--- src/hdl/escaped_binary_text_counter_macros.svh ---
// Assertion helpers used by the top-level RTL file.
`ifndef ESCAPED_BINARY_TEXT_COUNTER_MACROS_SVH
`define ESCAPED_BINARY_TEXT_COUNTER_MACROS_SVH

// Same-cycle implication, checked outside reset.
`define EBTC_ASSERT_NOW(label, clk, rst_n, cond, expr) \
    label: assert property (@(posedge clk) disable iff (!rst_n) (cond) |-> (expr)) \
        else $error("same-cycle check failed");

// Next-cycle implication, checked outside reset.
`define EBTC_ASSERT_NEXT(label, clk, rst_n, cond, expr) \
    label: assert property (@(posedge clk) disable iff (!rst_n) (cond) |=> (expr)) \
        else $error("next-cycle check failed");

`endif

--- src/hdl/ebtc_pkg.sv ---
package ebtc_pkg;

    localparam int RESULT_BITS = 16;
    localparam int NUM_COUNTERS = 8;

    localparam logic [7:0] CH_BACKSLASH = 8'h5C;
    localparam logic [7:0] CH_X_LOWER   = 8'h78;
    localparam logic [7:0] CH_X_UPPER   = 8'h58;
    localparam logic [7:0] CH_ZERO      = 8'h30;
    localparam logic [7:0] CH_SEVEN     = 8'h37;
    localparam logic [7:0] CH_SPACE     = 8'h20;
    localparam logic [7:0] CH_TAB       = 8'h09;
    localparam logic [7:0] CH_LF        = 8'h0A;
    localparam logic [7:0] CH_CR        = 8'h0D;

    // Counter slots, also the order of the result fields from the low end.
    localparam int CNT_LETTER  = 0;
    localparam int CNT_SPACE   = 1;
    localparam int CNT_CONTROL = 2;
    localparam int CNT_VISIBLE = 3;
    localparam int CNT_ESCAPE  = 4;
    localparam int CNT_HEX     = 5;
    localparam int CNT_NULL    = 6;
    localparam int CNT_OCTAL   = 7;

    typedef enum logic [3:0] {
        PH_IDLE = 4'd0,
        PH_BSL  = 4'd1,
        PH_HEX0 = 4'd2,
        PH_HEX1 = 4'd3,
        PH_HEX2 = 4'd4,
        PH_NUL1 = 4'd5,
        PH_NUL2 = 4'd6,
        PH_OCT1 = 4'd7,
        PH_OCT2 = 4'd8
    } phase_t;

    typedef struct packed {
        logic visible;
        logic control;
        logic space;
        logic letter;
    } class_bits_t;

    // Increments that one transfer applies to the counter bank.
    typedef struct packed {
        logic [1:0] letter;
        logic [1:0] space;
        logic [1:0] control;
        logic [1:0] visible;
        logic       escape;
        logic       hex;
        logic       nul;
        logic       octal;
        logic       emit;
    } step_t;

    function automatic logic is_hex(input logic [7:0] b);
        return (b >= 8'h30 && b <= 8'h39) || (b >= 8'h41 && b <= 8'h46) ||
               (b >= 8'h61 && b <= 8'h66);
    endfunction

    function automatic logic is_oct(input logic [7:0] b);
        return b >= CH_ZERO && b <= CH_SEVEN;
    endfunction

    function automatic class_bits_t classify(input logic [7:0] b);
        class_bits_t c;
        c.letter  = (b >= 8'h41 && b <= 8'h5A) || (b >= 8'h61 && b <= 8'h7A);
        c.space   = (b == CH_SPACE) || (b >= CH_TAB && b <= CH_CR);
        c.control = (b < CH_SPACE) && (b != CH_LF) && (b != CH_CR) && (b != CH_TAB);
        c.visible = (b >= 8'h21 && b <= 8'h7E);
        return c;
    endfunction

    function automatic logic [1:0] count3(input logic a, input logic b, input logic c);
        return {1'b0, a} + {1'b0, b} + {1'b0, c};
    endfunction

endpackage

--- src/hdl/ebtc_scan.sv ---
module ebtc_scan
    import ebtc_pkg::*;
(
    input  logic       aclk,
    input  logic       aresetn,
    input  logic       fire,
    input  logic [7:0] data_byte,
    input  logic       end_of_text,
    output step_t      step
);

    phase_t     phase_reg, phase_next, phase_mid;
    logic [7:0] held_reg, held_next, held_mid;
    logic       cls_x, cls_held, cls_byte, do_plain;
    logic       hit_hex, hit_nul, hit_oct;
    class_bits_t cb, cx, ch;

    always_ff @(posedge aclk) begin
        if (!aresetn) begin
            phase_reg <= PH_IDLE;
            held_reg  <= '0;
        end else if (fire) begin
            phase_reg <= phase_next;
            held_reg  <= held_next;
        end
    end

    always_comb begin
        phase_mid = phase_reg;
        held_mid  = held_reg;
        cls_x     = 1'b0;
        cls_held  = 1'b0;
        cls_byte  = 1'b0;
        do_plain  = 1'b0;
        hit_hex   = 1'b0;
        hit_nul   = 1'b0;
        hit_oct   = 1'b0;

        unique case (phase_reg)
            PH_BSL: begin
                if (data_byte == CH_X_LOWER || data_byte == CH_X_UPPER) begin
                    phase_mid = PH_HEX0;
                end else if (data_byte == CH_ZERO) begin
                    phase_mid = PH_NUL1;
                end else if (is_oct(data_byte)) begin
                    phase_mid = PH_OCT1;
                    held_mid  = data_byte;
                end else begin
                    do_plain = 1'b1;
                end
            end
            PH_HEX0: begin
                if (is_hex(data_byte)) begin
                    phase_mid = PH_HEX1;
                    held_mid  = data_byte;
                end else begin
                    cls_x    = 1'b1;
                    do_plain = 1'b1;
                end
            end
            PH_HEX1: begin
                if (is_hex(data_byte)) begin
                    phase_mid = PH_HEX2;
                end else begin
                    cls_x    = 1'b1;
                    cls_held = 1'b1;
                    do_plain = 1'b1;
                end
            end
            PH_HEX2: begin
                if (!is_hex(data_byte)) begin
                    hit_hex  = 1'b1;
                    do_plain = 1'b1;
                end
            end
            PH_NUL1: begin
                if (is_oct(data_byte)) begin
                    phase_mid = PH_NUL2;
                end else begin
                    hit_nul  = 1'b1;
                    do_plain = 1'b1;
                end
            end
            PH_NUL2: begin
                hit_nul   = 1'b1;
                hit_oct   = 1'b1;
                phase_mid = PH_IDLE;
                do_plain  = !is_oct(data_byte);
            end
            PH_OCT1: begin
                if (is_oct(data_byte)) begin
                    phase_mid = PH_OCT2;
                end else begin
                    cls_held = 1'b1;
                    do_plain = 1'b1;
                end
            end
            PH_OCT2: begin
                hit_oct   = 1'b1;
                phase_mid = PH_IDLE;
                do_plain  = !is_oct(data_byte);
            end
            default: begin
                do_plain = 1'b1;
            end
        endcase

        // A backslash on the final byte is an ordinary visible byte.
        if (do_plain) begin
            if (data_byte == CH_BACKSLASH && !end_of_text) begin
                phase_mid = PH_BSL;
            end else begin
                phase_mid = PH_IDLE;
                cls_byte  = 1'b1;
            end
        end

        // Close an escape that is still open when the text ends.
        if (end_of_text) begin
            unique case (phase_mid)
                PH_HEX0: cls_x = 1'b1;
                PH_HEX1: begin
                    cls_x    = 1'b1;
                    cls_held = 1'b1;
                end
                PH_HEX2: hit_hex = 1'b1;
                PH_NUL1: hit_nul = 1'b1;
                PH_NUL2: begin
                    hit_nul = 1'b1;
                    hit_oct = 1'b1;
                end
                PH_OCT1: cls_held = 1'b1;
                PH_OCT2: hit_oct = 1'b1;
                default: ;
            endcase
        end

        phase_next = end_of_text ? PH_IDLE : phase_mid;
        held_next  = end_of_text ? 8'h00 : held_mid;
    end

    assign cb = classify(data_byte);
    assign cx = classify(CH_X_LOWER);
    assign ch = classify(held_mid);

    assign step.letter  = count3(cls_x & cx.letter,  cls_held & ch.letter,  cls_byte & cb.letter);
    assign step.space   = count3(cls_x & cx.space,   cls_held & ch.space,   cls_byte & cb.space);
    assign step.control = count3(cls_x & cx.control, cls_held & ch.control,
                                 cls_byte & cb.control);
    assign step.visible = count3(cls_x & cx.visible, cls_held & ch.visible,
                                 cls_byte & cb.visible);
    assign step.escape  = hit_hex | hit_nul | hit_oct;
    assign step.hex     = hit_hex;
    assign step.nul     = hit_nul;
    assign step.octal   = hit_oct;
    assign step.emit    = end_of_text;

endmodule

--- src/hdl/ebtc_count_bank.sv ---
module ebtc_count_bank
    import ebtc_pkg::*;
#(
    parameter int COUNT_BITS = 16
) (
    input  logic                                   aclk,
    input  logic                                   aresetn,
    input  logic                                   fire,
    input  step_t                                  step,
    output logic [NUM_COUNTERS-1:0][RESULT_BITS-1:0] result
);

    localparam logic [COUNT_BITS-1:0] CNT_MAX = '1;

    logic [COUNT_BITS-1:0] cnt_reg [NUM_COUNTERS];
    logic [COUNT_BITS-1:0] sat     [NUM_COUNTERS];
    logic [COUNT_BITS:0]   sum     [NUM_COUNTERS];
    logic [1:0]            inc     [NUM_COUNTERS];

    always_comb begin
        inc[CNT_LETTER]  = step.letter;
        inc[CNT_SPACE]   = step.space;
        inc[CNT_CONTROL] = step.control;
        inc[CNT_VISIBLE] = step.visible;
        inc[CNT_ESCAPE]  = {1'b0, step.escape};
        inc[CNT_HEX]     = {1'b0, step.hex};
        inc[CNT_NULL]    = {1'b0, step.nul};
        inc[CNT_OCTAL]   = {1'b0, step.octal};
    end

    // An increment is at most three, so a carry out means the counter passed its top.
    always_comb begin
        for (int k = 0; k < NUM_COUNTERS; k++) begin
            sum[k] = {1'b0, cnt_reg[k]} + (COUNT_BITS + 1)'(inc[k]);
            sat[k] = sum[k][COUNT_BITS] ? CNT_MAX : sum[k][COUNT_BITS-1:0];
        end
    end

    always_ff @(posedge aclk) begin
        if (!aresetn) begin
            for (int k = 0; k < NUM_COUNTERS; k++) begin
                cnt_reg[k] <= '0;
            end
        end else if (fire) begin
            for (int k = 0; k < NUM_COUNTERS; k++) begin
                cnt_reg[k] <= step.emit ? '0 : sat[k];
            end
        end
    end

    for (genvar k = 0; k < NUM_COUNTERS; k++) begin : g_result
        if (COUNT_BITS >= RESULT_BITS) begin : g_cut
            assign result[k] = sat[k][RESULT_BITS-1:0];
        end else begin : g_ext
            assign result[k] = {{(RESULT_BITS - COUNT_BITS){1'b0}}, sat[k]};
        end
    end

endmodule

--- src/hdl/escaped_binary_text_counter.sv ---
// Text statistics counter with backslash-escape recognition.
// Input stream: one text byte per transfer on s_tdata, s_tlast on the final
// byte of a text. Output stream: one transfer per text, carrying the eight
// saturating counts (letters, whitespace, control, visible, escapes, hex,
// null and octal escapes), 16 bits each.
// Throughput is one byte per cycle: the escape state and the counter bank
// update in a single pass between the input register and the result
// register. m_tvalid rises when the final byte's counts load the result register.
// While a result waits for m_tready, bytes of the next text keep flowing;
// only a second final byte stalls in the input register until the pending
// result is taken, and s_tready then drops.
// Reset (aresetn low, synchronous) empties both registers, returns the
// escape scanner to idle and clears all counters. After each result the
// counters and scanner restart from zero for the next text.
`include "escaped_binary_text_counter_macros.svh"

module escaped_binary_text_counter
    import ebtc_pkg::*;
#(
    parameter int COUNT_BITS = 16
) (
    input  logic         aclk,
    input  logic         aresetn,
    input  logic         s_tvalid,
    output logic         s_tready,
    input  logic [7:0]   s_tdata,   // [7:0] data_byte
    input  logic         s_tlast,   // end_of_text
    output logic         m_tvalid,
    input  logic         m_tready,
    output logic [127:0] m_tdata    // letter, space, control, visible, escape,
                                    // hex_escape, null_escape, octal_escape counts,
                                    // 16 bits each from the low end
);

    logic       in_valid_reg;
    logic [7:0] in_byte_reg;
    logic       in_last_reg;
    logic       fire;
    logic       m_valid_reg;
    logic [NUM_COUNTERS-1:0][RESULT_BITS-1:0] m_data_reg;
    logic [NUM_COUNTERS-1:0][RESULT_BITS-1:0] result;
    step_t      step;

    // A byte that produces no result never waits on the output side.
    assign fire     = in_valid_reg && (!in_last_reg || !m_valid_reg || m_tready);
    assign s_tready = !in_valid_reg || fire;

    always_ff @(posedge aclk) begin
        if (!aresetn) begin
            in_valid_reg <= 1'b0;
        end else if (s_tready) begin
            in_valid_reg <= s_tvalid;
        end
    end

    always_ff @(posedge aclk) begin
        if (s_tready && s_tvalid) begin
            in_byte_reg <= s_tdata;
            in_last_reg <= s_tlast;
        end
    end

    ebtc_scan u_scan (
        .aclk        (aclk),
        .aresetn     (aresetn),
        .fire        (fire),
        .data_byte   (in_byte_reg),
        .end_of_text (in_last_reg),
        .step        (step)
    );

    ebtc_count_bank #(
        .COUNT_BITS (COUNT_BITS)
    ) u_count_bank (
        .aclk    (aclk),
        .aresetn (aresetn),
        .fire    (fire),
        .step    (step),
        .result  (result)
    );

    always_ff @(posedge aclk) begin
        if (!aresetn) begin
            m_valid_reg <= 1'b0;
        end else if (fire && in_last_reg) begin
            m_valid_reg <= 1'b1;
        end else if (m_tready) begin
            m_valid_reg <= 1'b0;
        end
    end

    always_ff @(posedge aclk) begin
        if (fire && in_last_reg) begin
            m_data_reg <= result;
        end
    end

    assign m_tvalid = m_valid_reg;
    assign m_tdata  = m_data_reg;

    `EBTC_ASSERT_NEXT(a_result_loaded, aclk, aresetn, fire && in_last_reg, m_valid_reg)
    `EBTC_ASSERT_NOW(a_no_overwrite, aclk, aresetn, m_valid_reg && !m_tready,
                     !(fire && in_last_reg))
    `EBTC_ASSERT_NOW(a_plain_byte_flows, aclk, aresetn, in_valid_reg && !in_last_reg, s_tready)

endmodule
--- config.mk ---
export PLATFORM = sky130hd
export DESIGN_NAME = escaped_binary_text_counter
export DESIGN_NICKNAME = d
export VERILOG_FILES = /design/src/hdl/ebtc_pkg.sv /design/src/hdl/ebtc_scan.sv /design/src/hdl/ebtc_count_bank.sv /design/src/hdl/escaped_binary_text_counter.sv
export VERILOG_INCLUDE_DIRS = /design/src /design/src/hdl
export SDC_FILE = /design/constraint.sdc
export NUM_CORES = 1
export LEC_CHECK = 0
export ABC_AREA = 1
export BUFFER_PORTS_ARGS = -buffer_cell sky130_fd_sc_hd__buf_2
export CORE_UTILIZATION = 40
export DETAILED_ROUTE_END_ITERATION = 8
export HOLD_SLACK_MARGIN = 0.02
export PLACE_DENSITY_LB_ADDON = 0.3
export SYNTH_ARGS = -nofsm -noshare
export SYNTH_HDL_FRONTEND = slang
export SYNTH_SLANG_ARGS = --single-unit
--- constraint.sdc ---
create_clock -name aclk -period 7 [get_ports aclk]
set_clock_uncertainty 0.2 [all_clocks]
set_input_delay 1.4 -clock aclk [delete_from_list [all_inputs] [get_ports aclk]]
set_output_delay 1.4 -clock aclk [all_outputs]
set_load 0.02 [all_outputs]
==> run_results.csv <==
group,metric,value,unit
status,outcome,"finished clean",
logic_synthesis,synth.distinct_cells,51,
sta,rsz0062_at_grt,"no",
cells_and_area,final_common_cell,"nand2_1",
placed_design,finalWeightedCongestion,0.845,
logic_synthesis,ys_seq_area_share,59.4,%
cells_and_area,area_growth,16.2,%
logic_synthesis,synth_area,0.0139,mm2
clock_tree,clock_latency,0.50,ns
cells_and_area,stdcell_area,0.0161,mm2
cells_and_area,num_antenna_cells,0,
sta,period_share,72.1,%
clock_tree,cts-root-buf,"clkbuf_16",
setup_path,critPathMaxFanout,22,
global_routing,grt_overflow,0,
detailed_routing,num_vias,9804,
clock_tree,post_cts_buffers,0,
detailed_routing,drt_iter0_drc,651,
detailed_routing,drt-pass1-iter-count,5,
logic_synthesis,synthDominantCellAreaShare,57.4,%
flow_run,drv_cap,0,
setup_path,required,7.06,ns
detailed_routing,avgViaCountPerCell,4.84,
logic_synthesis,yosysWarnings,0,
logic_synthesis,synth.largest_area_cell,"edfxtp_1",
logic_synthesis,ys_async_sr_fraction,0,%
setup_path,worstSetupPathType,"register to register",
global_routing,grt_usage,16.4,%
logic_synthesis,syn-num-nets,1439,
logic_synthesis,avgSynthCellArea,9.86,um2
detailed_routing,postRouteAntennaNets,0,
logic_synthesis,synthTopCellsByArea,"edfxtp_1, nand2_1, inv_1",
logic_synthesis,synth_flop_cell,"edfxtp_1",
clock_tree,clock_path_buffers,3,
clock_tree,numCtsBuffers,34,
sta,report.final.slew_viol_count,0,
cells_and_area,nets,1589,
clock_tree,clk_pin_slew,0.06,ns
logic_synthesis,ys_ff_latch,279,
sta,fin_setup_tns,0,ns
floorplanning,fp.dieArea,0.0354,mm2
clock_tree,ctsResizeCount,0,
cells_and_area,drive_gt1_share,16.9,%
power,pwr_density_cell,243,mW/mm2
clock_tree,cts_tree,"built",
power,leakagePower,7.06,nW
global_routing,grt_max_degree,86,
sta,worst_slew_pin_slew,0.907,ns
floorplanning,die_h,188,um
detailed_routing,post-route-drc-count,0,
detailed_routing,wirelength,29.0,mm
clock_tree,hold_buffers,0,
cells_and_area,final_cell_mix,"nand2_1, edfxtp_1, inv_1",
setup_path,start_kind,"register",
sta,hold_violations,0,
placed_design,hpwl,19.3,mm
min_path,hp-class,"register to register",
sta,fmax,198,MHz
setup_path,endpoint_kind,"register",
sta,period_minus_slack,5.04,ns
clock_tree,cts_sinks,279,
placed_design,postPlaceCellArea,0.0150,mm2
detailed_routing,wl_per_cell,14.3,um
clock_tree,cts_htree_levels,2,
placed_design,portBuffers,142,
setup_path,critPathArrivalTime,5.11,ns
floorplanning,core_area,0.0338,mm2
global_routing,antenna_found_initial,0,
logic_synthesis,netlist_instances,1406,
global_routing,first_global_vias,9453,
floorplanning,row_count,67,
global_routing,grt_pass1_wl,47.1,mm
floorplanning,initial_core_util,41.0,%
floorplanning,boundaryPins,143,
sta,slew_headroom,39.3,%
sta,setup_viol,0,
floorplanning,dieWidth,188,um
logic_synthesis,synth_edf_count,265,
power,ir_drop,0.171,mV
## per-layer routing
metal	track usage (%)	routed length (um)	vias up
met5	0	0	-
met4	4.35	524	0
met3	3.07	1390	44
met2	27.5	13500	211
met1	21.8	13500	4545
li1	-	-	5004
## worst paths after layout
path / depth (start not counted) / start / slack, ns / to
setup / recovery: 22 / in_byte_reg[3] / 1.96 / u_count_bank.cnt_reg[0][58]
hold / removal: 2 / u_scan.held_reg[5] / 0.30 / u_scan.held_reg[5]
setup reg to reg: 22 / in_byte_reg[3] / 1.96 / u_count_bank.cnt_reg[0][58]
hold reg to reg: 2 / u_scan.held_reg[5] / 0.30 / u_scan.held_reg[5]
## cells by family (layout without fill, tap and decap cells)
family,after synthesis,count (layout),synth area share [%]
xor gates and xnor gates,65,65,4.11
buffers and inverters,248,420,7.06
and+or+nand+nor,639,639,21.1
adders and majority gates,20,20,2.13
AOI/OAI and AO/OA,155,155,6.19
DFF,279,279,59.4
## worst max-delay path, cell delays in order (launching register included)
cell      delay [ns]
edfxtp_1        0.45
inv_2           0.16
nand2_1         0.10
nor2_2          0.11
nand3_2         0.26
nand3_1         0.23
nand4_2         0.18
nand2_1         0.19
nand2_1         0.12
nor2_2          0.11
nand2_1         0.07
nand2_2         0.13
nand3_1         0.14
fa_1            0.49
inv_1           0.04
ha_1            0.20
fa_1            0.43
nand4_1         0.16
nor2_1          0.09
nand3_1         0.55
nand3_1         0.23
nand2_1         0.11
inv_1           0.04
## cell usage after synthesis (3+ instances only)
cell	instances
a211oi_1	5
a21oi_1	90
a31oi_1	5
buf_2	5
buf_6	5
clkbuf_1	22
dfxtp_1	14
edfxtp_1	265
fa_1	6
ha_1	14
inv_1	205
inv_2	10
nand2_1	326
nand2_2	7
nand3_1	114
nand3_2	7
nand3_4	3
nand3b_1	6
nand4_1	17
nand4_2	3
nor2_1	92
nor2_2	12
nor3_1	19
nor4_1	4
o21ai_0	28
o22ai_1	10
o31ai_1	3
or2_2	18
xnor2_1	25
xor2_1	40
## where the power goes
group | switching, W | internal [W] | leakage (nW)
Combinational | 0.000157 | 0.0000647 | 3.77
Clock | 0.000680 | 0.00106 | 0.526
Sequential | 0.0000475 | 0.00191 | 2.76
Total | 0.000885 | 0.00303 | 7.06
## final cells by class
class / count / area [um2]
Fill cell: 3120 / 17700
Sequential cell: 279 / 8240
Multi-Input combinational cell: 879 / 4650
Clock buffer: 39 / 891
Inverter: 215 / 812
Timing Repair Buffer: 147 / 748
Tap cell: 448 / 561
Clock inverter: 19 / 199
## through the flow
stage	util, %	hold WS, ns	std cells	setup slack, ns	power [W]
floorplan	-	0.263	1406	0.850	0.00215
global placement	44.4	0.287	1968	2.03	0.00221
detailed placement	44.4	0.290	1968	1.98	0.00222
CTS	47.7	0.299	2026	1.96	0.00397
global route	47.7	0.325	2026	1.56	0.00406
finish	47.7	0.302	2026	1.96	0.00392
(Power assumes the default switching activity.)
